`config.mk`:
```
export PLATFORM = sky130hd
export DESIGN_NAME = framebuffer_pixel_writer_flat
export DESIGN_NICKNAME = d
export VERILOG_FILES = /design/src/hdl/fbpw_pkg.sv /design/src/hdl/fbpw_chan_if.sv /design/src/hdl/framebuffer_pixel_writer.sv /design/src/flat_wrapper.sv
export SDC_FILE = /design/constraint.sdc
export NUM_CORES = 1
export LEC_CHECK = 0
export BUFFER_PORTS_ARGS = -buffer_cell sky130_fd_sc_hd__clkbuf_2
export CAP_MARGIN = 10
export CORE_AREA = 2 2 39 41
export DETAILED_ROUTE_END_ITERATION = 7
export DIE_AREA = 0 0 41 43
export GPL_TIMING_DRIVEN = 0
export HOLD_SLACK_MARGIN = 0.02
export PLACE_DENSITY = 0.46
export REMOVE_ABC_BUFFERS = 1
export SLEW_MARGIN = 5
export SYNTH_ARGS = -nofsm -noshare
export SYNTH_HDL_FRONTEND = slang
export SYNTH_SLANG_ARGS = --single-unit
```
`constraint.sdc`:
```
create_clock -name clk -period 2.84 [get_ports clk]
set_clock_uncertainty 0.15 [all_clocks]
set_input_delay 0.142 -clock clk [delete_from_list [all_inputs] [get_ports clk]]
set_output_delay 0.142 -clock clk [all_outputs]
set_load 0.01 [all_outputs]
```
`src/hdl/fbpw_pkg.sv`:
```
// Package for the framebuffer pixel writer: beat payload types, pixel format
// and register index codes, and the luma constants. Depends on nothing.
`default_nettype none

package fbpw_pkg;

  localparam int COORD_W = 12;
  localparam int ADDR_W  = 19;
  localparam int SUM_W   = 18;

  // Luma divide by 1000 as a multiply by a rounded-up reciprocal of 2^28.
  localparam int LUMA_R_WEIGHT = 299;
  localparam int LUMA_G_WEIGHT = 587;
  localparam int LUMA_B_WEIGHT = 114;
  localparam int RECIP_W       = 19;
  localparam int LUMA_RECIP    = 268436;
  localparam int LUMA_SHIFT    = 28;
  localparam int PROD_W        = SUM_W + RECIP_W;
  localparam logic [7:0] MONO_THRESHOLD = 8'd127;

  typedef enum logic [2:0] {
    FMT_RGB888   = 3'd0,
    FMT_ARGB8888 = 3'd1,
    FMT_RGB565   = 3'd2,
    FMT_BGR565   = 3'd3,
    FMT_MONO01   = 3'd4,
    FMT_MONO10   = 3'd5,
    FMT_L8       = 3'd6,
    FMT_AL88     = 3'd7
  } pix_fmt_t;

  typedef enum logic [2:0] {
    REG_PIXEL_FORMAT = 3'd0,
    REG_MONO_LAYOUT  = 3'd1,
    REG_CLIP_ENABLE  = 3'd2,
    REG_CLIP_LEFT    = 3'd3,
    REG_CLIP_TOP     = 3'd4,
    REG_CLIP_WIDTH   = 3'd5,
    REG_CLIP_HEIGHT  = 3'd6
  } cfg_idx_t;

  typedef struct packed {
    logic signed [COORD_W-1:0] pos_x;
    logic signed [COORD_W-1:0] pos_y;
    logic [7:0]                red;
    logic [7:0]                green;
    logic [7:0]                blue;
    logic [7:0]                alpha;
  } pixel_in_t;

  typedef struct packed {
    logic              write_enable;
    logic [ADDR_W-1:0] byte_address;
    logic [31:0]       write_bytes;
    logic [2:0]        num_bytes;
    logic [7:0]        bit_mask;
    logic              bit_value;
  } pixel_out_t;

  typedef struct packed {
    logic                      on_screen;
    logic signed [COORD_W-1:0] pos_x;
    logic signed [COORD_W-1:0] pos_y;
    logic [7:0]                red;
    logic [7:0]                green;
    logic [7:0]                blue;
    logic [7:0]                alpha;
    logic [SUM_W-1:0]          luma_sum;
  } stage1_t;

  typedef struct packed {
    logic              ok;
    logic [ADDR_W-1:0] lin_addr;
    logic [ADDR_W-1:0] mono_addr;
    logic [2:0]        mono_bit;
    logic [7:0]        red;
    logic [7:0]        green;
    logic [7:0]        blue;
    logic [7:0]        alpha;
    logic [7:0]        luma;
  } stage2_t;

endpackage

`default_nettype wire

```
`src/hdl/fbpw_chan_if.sv`:
```
// Valid/ready channel interface for the framebuffer pixel writer; the beat
// payload type is set where the channel is instantiated. Depends on nothing.
`default_nettype none

interface fbpw_chan_if #(
  parameter type payload_t = logic
) ();
  logic     valid;
  logic     ready;
  payload_t data;

  modport source (output valid, output data, input ready);
  modport sink   (input valid, input data, output ready);
endinterface

`default_nettype wire

```
`src/hdl/framebuffer_pixel_writer.sv`:
```
// Framebuffer pixel writer top level: a three-stage pipeline from a pixel beat
// to a framebuffer write beat. Uses fbpw_pkg and fbpw_chan_if.
//
// One pixel beat is accepted per clock unless the output stalls. The three
// register stages are screen test and luma weights, then clip test, luma
// divide and address multiply, then format packing into the output register.
// Stalls at the output back up through the stages without dropping or
// repeating beats. Rejected pixels still produce a beat with every field zero.
// Registers are written through cfg_we/cfg_index/cfg_data and must only
// change while the pipeline is empty.
`default_nettype none

module framebuffer_pixel_writer
  import fbpw_pkg::*;
#(
  parameter int SCREEN_WIDTH  = 320,
  parameter int SCREEN_HEIGHT = 240
) (
  input  wire logic        clk,
  input  wire logic        rst_n,
  input  wire logic        cfg_we,
  input  wire logic [2:0]  cfg_index,
  input  wire logic [11:0] cfg_data,
  fbpw_chan_if.sink        in_px,
  fbpw_chan_if.source      out_px
);

  localparam int MONO_ROW_BYTES = SCREEN_WIDTH / 8;

  // Configuration registers.
  pix_fmt_t                  pixel_format_r;
  logic [1:0]                mono_layout_r;
  logic                      clip_enable_r;
  logic signed [COORD_W-1:0] clip_left_r;
  logic signed [COORD_W-1:0] clip_top_r;
  logic [COORD_W-1:0]        clip_width_r;
  logic [COORD_W-1:0]        clip_height_r;

  always_ff @(posedge clk) begin
    if (!rst_n) begin
      pixel_format_r <= FMT_RGB565;
      mono_layout_r  <= 2'd0;
      clip_enable_r  <= 1'b0;
      clip_left_r    <= '0;
      clip_top_r     <= '0;
      clip_width_r   <= 12'd320;
      clip_height_r  <= 12'd240;
    end else if (cfg_we) begin
      case (cfg_idx_t'(cfg_index))
        REG_PIXEL_FORMAT: pixel_format_r <= pix_fmt_t'(cfg_data[2:0]);
        REG_MONO_LAYOUT:  mono_layout_r  <= cfg_data[1:0];
        REG_CLIP_ENABLE:  clip_enable_r  <= cfg_data[0];
        REG_CLIP_LEFT:    clip_left_r    <= cfg_data;
        REG_CLIP_TOP:     clip_top_r     <= cfg_data;
        REG_CLIP_WIDTH:   clip_width_r   <= cfg_data;
        REG_CLIP_HEIGHT:  clip_height_r  <= cfg_data;
        default: begin
        end
      endcase
    end
  end

  // Pipeline flow control.
  logic v1_r, v2_r, v3_r;
  logic adv1, adv2, adv3;

  assign adv3 = !v3_r || out_px.ready;
  assign adv2 = !v2_r || adv3;
  assign adv1 = !v1_r || adv2;
  assign in_px.ready = adv1;
  assign out_px.valid = v3_r;

  always_ff @(posedge clk) begin
    if (!rst_n) begin
      v1_r <= 1'b0;
      v2_r <= 1'b0;
      v3_r <= 1'b0;
    end else begin
      if (adv1) v1_r <= in_px.valid;
      if (adv2) v2_r <= v1_r;
      if (adv3) v3_r <= v2_r;
    end
  end

  // Stage 1: screen bounds and luma weighted sum.
  pixel_in_t px;
  stage1_t   s1_nxt, s1_r;

  assign px = in_px.data;

  always_comb begin
    s1_nxt.on_screen = !px.pos_x[COORD_W-1] && !px.pos_y[COORD_W-1] &&
                       ({1'b0, px.pos_x} < (COORD_W+1)'(SCREEN_WIDTH)) &&
                       ({1'b0, px.pos_y} < (COORD_W+1)'(SCREEN_HEIGHT));
    s1_nxt.pos_x     = px.pos_x;
    s1_nxt.pos_y     = px.pos_y;
    s1_nxt.red       = px.red;
    s1_nxt.green     = px.green;
    s1_nxt.blue      = px.blue;
    s1_nxt.alpha     = px.alpha;
    s1_nxt.luma_sum  = SUM_W'(px.red)   * SUM_W'(LUMA_R_WEIGHT) +
                       SUM_W'(px.green) * SUM_W'(LUMA_G_WEIGHT) +
                       SUM_W'(px.blue)  * SUM_W'(LUMA_B_WEIGHT);
  end

  always_ff @(posedge clk) begin
    if (adv1) s1_r <= s1_nxt;
  end

  // Stage 2: clip test, luma divide and address arithmetic.
  stage2_t            s2_nxt, s2_r;
  logic signed [13:0] x_ext, y_ext, left_ext, top_ext, right_ext, bottom_ext;
  logic               in_clip;
  logic [PROD_W-1:0]  luma_prod;
  logic [ADDR_W-1:0]  x_a, y_a;
  logic [2:0]         bit_sel;

  always_comb begin
    x_ext      = {{2{s1_r.pos_x[COORD_W-1]}}, s1_r.pos_x};
    y_ext      = {{2{s1_r.pos_y[COORD_W-1]}}, s1_r.pos_y};
    left_ext   = {{2{clip_left_r[COORD_W-1]}}, clip_left_r};
    top_ext    = {{2{clip_top_r[COORD_W-1]}}, clip_top_r};
    right_ext  = left_ext + $signed({2'b00, clip_width_r});
    bottom_ext = top_ext + $signed({2'b00, clip_height_r});
    in_clip    = (x_ext >= left_ext) && (y_ext >= top_ext) &&
                 (x_ext < right_ext) && (y_ext < bottom_ext);

    luma_prod  = PROD_W'(s1_r.luma_sum) * PROD_W'(LUMA_RECIP);

    x_a = ADDR_W'(s1_r.pos_x[COORD_W-2:0]);
    y_a = ADDR_W'(s1_r.pos_y[COORD_W-2:0]);

    s2_nxt.ok       = s1_r.on_screen && (!clip_enable_r || in_clip);
    s2_nxt.lin_addr = y_a * ADDR_W'(SCREEN_WIDTH) + x_a;
    if (mono_layout_r[0]) begin
      s2_nxt.mono_addr = x_a + (y_a >> 3) * ADDR_W'(SCREEN_WIDTH);
      bit_sel          = s1_r.pos_y[2:0];
    end else begin
      s2_nxt.mono_addr = (x_a >> 3) + y_a * ADDR_W'(MONO_ROW_BYTES);
      bit_sel          = s1_r.pos_x[2:0];
    end
    s2_nxt.mono_bit = mono_layout_r[1] ? (3'd7 - bit_sel) : bit_sel;
    s2_nxt.red      = s1_r.red;
    s2_nxt.green    = s1_r.green;
    s2_nxt.blue     = s1_r.blue;
    s2_nxt.alpha    = s1_r.alpha;
    s2_nxt.luma     = luma_prod[LUMA_SHIFT +: 8];
  end

  always_ff @(posedge clk) begin
    if (adv2) s2_r <= s2_nxt;
  end

  // Stage 3: format packing into the output register.
  pixel_out_t        s3_nxt, s3_r;
  logic [15:0]       w565;
  logic [ADDR_W-1:0] lin2;

  always_comb begin
    w565   = {s2_r.red[7:3], s2_r.green[7:2], s2_r.blue[7:3]};
    lin2   = s2_r.lin_addr << 1;
    s3_nxt = '0;
    if (s2_r.ok) begin
      s3_nxt.write_enable = 1'b1;
      case (pixel_format_r)
        FMT_RGB888: begin
          s3_nxt.byte_address = s2_r.lin_addr + lin2;
          s3_nxt.write_bytes  = {8'h00, s2_r.blue, s2_r.green, s2_r.red};
          s3_nxt.num_bytes    = 3'd3;
        end
        FMT_ARGB8888: begin
          s3_nxt.byte_address = s2_r.lin_addr << 2;
          s3_nxt.write_bytes  = {s2_r.alpha, s2_r.red, s2_r.green, s2_r.blue};
          s3_nxt.num_bytes    = 3'd4;
        end
        FMT_RGB565: begin
          s3_nxt.byte_address = lin2;
          s3_nxt.write_bytes  = {16'h0000, w565[7:0], w565[15:8]};
          s3_nxt.num_bytes    = 3'd2;
        end
        FMT_BGR565: begin
          s3_nxt.byte_address = lin2;
          s3_nxt.write_bytes  = {16'h0000, w565};
          s3_nxt.num_bytes    = 3'd2;
        end
        FMT_L8: begin
          s3_nxt.byte_address = s2_r.lin_addr;
          s3_nxt.write_bytes  = {24'h000000, s2_r.luma};
          s3_nxt.num_bytes    = 3'd1;
        end
        FMT_AL88: begin
          s3_nxt.byte_address = lin2;
          s3_nxt.write_bytes  = {16'h0000, s2_r.alpha, s2_r.luma};
          s3_nxt.num_bytes    = 3'd2;
        end
        default: begin
          s3_nxt.byte_address = s2_r.mono_addr;
          s3_nxt.num_bytes    = 3'd1;
          s3_nxt.bit_mask     = 8'd1 << s2_r.mono_bit;
          s3_nxt.bit_value    = s2_r.luma > MONO_THRESHOLD;
        end
      endcase
    end
  end

  always_ff @(posedge clk) begin
    if (adv3) s3_r <= s3_nxt;
  end

  assign out_px.data = s3_r;

endmodule

`default_nettype wire
```
`src/flat_wrapper.sv`:
```
// flat-port wrapper written by rule: the top's interface ports become plain ports
module framebuffer_pixel_writer_flat import fbpw_pkg::*;
#(
  parameter int SCREEN_WIDTH  = 320,
  parameter int SCREEN_HEIGHT = 240
)
  (clk, rst_n, cfg_we, cfg_index, cfg_data, in_px_valid, in_px_data, in_px_ready, out_px_valid, out_px_data, out_px_ready);
  fbpw_chan_if in_px_i ();
  fbpw_chan_if out_px_i ();
  input  wire logic clk;
  input  wire logic rst_n;
  input  wire logic cfg_we;
  input  wire logic [2:0] cfg_index;
  input  wire logic [11:0] cfg_data;
  input wire logic [$bits(in_px_i.valid)-1:0] in_px_valid;
  input wire logic [$bits(in_px_i.data)-1:0] in_px_data;
  output wire logic [$bits(in_px_i.ready)-1:0] in_px_ready;
  output wire logic [$bits(out_px_i.valid)-1:0] out_px_valid;
  output wire logic [$bits(out_px_i.data)-1:0] out_px_data;
  input wire logic [$bits(out_px_i.ready)-1:0] out_px_ready;
  assign in_px_i.valid = in_px_valid;
  assign in_px_i.data = in_px_data;
  assign in_px_ready = in_px_i.ready;
  assign out_px_valid = out_px_i.valid;
  assign out_px_data = out_px_i.data;
  assign out_px_i.ready = out_px_ready;
  framebuffer_pixel_writer #(.SCREEN_WIDTH(SCREEN_WIDTH), .SCREEN_HEIGHT(SCREEN_HEIGHT)) u_core (.clk(clk), .rst_n(rst_n), .cfg_we(cfg_we), .cfg_index(cfg_index), .cfg_data(cfg_data), .in_px(in_px_i), .out_px(out_px_i));
endmodule
```
==> results.toml <==
[worst_setup_path]
crit_type = "in -> reg"
slowest_stage = "dlygate4sd3_1"
crit_required_ns = 2.80
path_max_fanout = 1
start_kind = "input port"
crit_top_cell = "dlygate4sd3_1"
cp.arrival_ns = 1.50
end_kind = "register"
worstPathCellList = "dlygate4sd3_1, clkbuf_2, o21a_1, dlygate4sd3_1"
max_stage_delay_ns = 0.54

[synth]
synth-edff-count = 0
netlist_top_cells_area = "dfxtp_1 48%, o21a_1 18%, and3b_2 7.9%"
yosysWarnings = 0
netlist_instances = 12
synth.largest_area_cell = "dfxtp_1"
syn_area_um2 = 126.4
seq_area_frac_synth = 0.4752
avgSynthCellArea_um2 = 10.53
ys_async_sr_fraction = 0
netlist-cell-type-count = 8
synth_common_cells = "3 x dfxtp_1, 3 x o21a_1"
synth_top_area_frac = 0.4752
synthFlopType = "dfxtp_1"
ys_ff_latch = 3

[routing]
drc = 0
num_vias = 112
detail-route-antenna-nets = 0
drt_iter0_markers = 3
routed_wl_um = 276
drt-vias-per-instance = 2.872
wl_per_cell_um = 7.077
drt_pass1_iterations = 2

[clock_tree]
cts_hold_buf = 3
clock_latency_ns = 0.23
cts_buffer_depth = 2
clk_pin_slew_ns = 0.04
cts_resized = 0
post_cts_buffers = 0
cts_tree = "built"
cts-root-buf = "clkbuf_4"
cts_buffers = 3
htreeDepth = 1
cts_sinks = 3

[final_layout]
layout.nets = 45
num_antenna_cells = 0
areaGrowthSynthToFinish_pct = 74.26
design_area_um2 = 220.2
fillCellCount = 156
final_layout_size_suffix_gt1_frac = 0.4348

[place]
dp_slack_ns = 1.798
dpl-instance-area_um2 = 163.9
gp_congestion = 0.6254
port_buffers = 5

[floorplanning]
dieArea_um2 = 1763
die_y_um = 43
io_pins = 24
core_area_um2 = 1384
die_w_um = 41
start_util = 0.09132
fp-row-count = 14

[sta]
timing.final.ws_setup_ns = 1.307
max_freq_mhz = 652.4
post-route-period-util = 0.5397
slew_viol_final = 0
setup_viol_count_final = 0
grt_setup_unrepaired = "false"
tns_ns = 0
period_needed_ns = 1.533
hold_violations = 0
whs_ns = 0.1812

[pwr]
p_sw_frac = 0.1990
power_switching_mw = 0.02567
clock_power_share = 0.572
p_seq_frac = 0.353
vdd_drop_max_v = 0.0001339
p_comb_frac = 0.075
p_leak_nw = 0.1039
p_per_area_nw_per_um2 = 585.7
p_int_mw = 0.1033

[min_path]
hold_class = "in -> reg"

[global_routing]
grt_pass1_vias = 120
grt_pass1_wl_um = 455
grt_overflow = 0
grt_usage = 0.04413
grt_max_degree = 5
antenna_found_initial = 0

[job]
max-cap-violations = 0

[status]
status = "completed"
-- per-stage QoR --
stage | util | instances | power [mW]
after floorplan | - | 11 | 0.04892
after global placement | 0.1184 | 32 | 0.05262
after detailed placement | 0.1184 | 32 | 0.05283
after CTS | 0.1591 | 39 | 0.1331
after global routing | 0.1591 | 39 | 0.1373
final | 0.1591 | 39 | 0.1290
-- power groups by stage --
stage / clock network (mW) / logic, mW / registers [mW]
after floorplan: 0 / 0.00288 / 0.0460
after global placement: 0 / 0.00648 / 0.0461
after detailed placement: 0 / 0.00662 / 0.0462
after CTS: 0.0777 / 0.00980 / 0.0456
after global routing: 0.0804 / 0.0111 / 0.0459
final: 0.0738 / 0.00969 / 0.0455
-- cell type report --
type | instances | area [µm²] | share of cell area
clock buffers | 4 | 26.28 | 0.1193
inverters | 1 | 3.754 | 0.01705
multi-input cells | 7 | 55.05 | 0.2500
flip-flops and latches | 3 | 60.06 | 0.2727
well taps | 16 | 20.02 | 0.09091
repair buffers | 8 | 55.05 | 0.2500
-- cells by family (layout without fill, tap and decap cells) --
family | Yosys count | after routing | share of synthesized area
flip-flops | 3 | 3 | 0.4753
buffers and inverters | 2 | 13 | 0.08910
AND/OR/NAND/NOR | 3 | 3 | 0.2277
other | 1 | 1 | 0.02967
AO/OA/AOI/OAI | 3 | 3 | 0.1782
-- worst max-delay path: cells and delay by family --
family | cells | cell delay [ns]
buffers and inverters | 3 | 1.18
AO/OA/AOI/OAI | 1 | 0.17
-- registers in the layout, summed over array words and instances, names as in the netlist --
name	cells
u_core.v1_r	1
u_core.out_px.valid	1
u_core.v2_r	1
-- cell usage in the layout, fill, tap and decap left out --
| master | instances |
|---|---|
| clkbuf_2 | 5 |
| o21a_1 | 3 |
| clkbuf_4 | 3 |
| dlygate4sd3_1 | 3 |
| dfxtp_1 | 3 |
| and4b_1 | 1 |
| inv_1 | 1 |
| and3b_2 | 1 |
| and2b_2 | 1 |
| conb_1 | 1 |
| clkbuf_1 | 1 |
-- metal layers --
layer	GRT usage	wire, µm	vias up
li1	-	-	59
met2	0.04063	93	6
met5	0	0	-
met3	0.03141	33	0
met4	0.06000	0	0
met1	0.05128	149	47
-- final timing paths --
kind	cells after the start	slack, ns	endpoint	start
worst max-delay path	4	1.31	u_core.v1_r	in_px_valid
worst min register to register	1	0.31	u_core.v2_r	u_core.v1_r
worst min-delay path	3	0.18	u_core.out_px.valid	out_px_ready
worst max register to register	3	1.32	u_core.v1_r	u_core.out_px.valid
(Power assumes the default switching activity.)
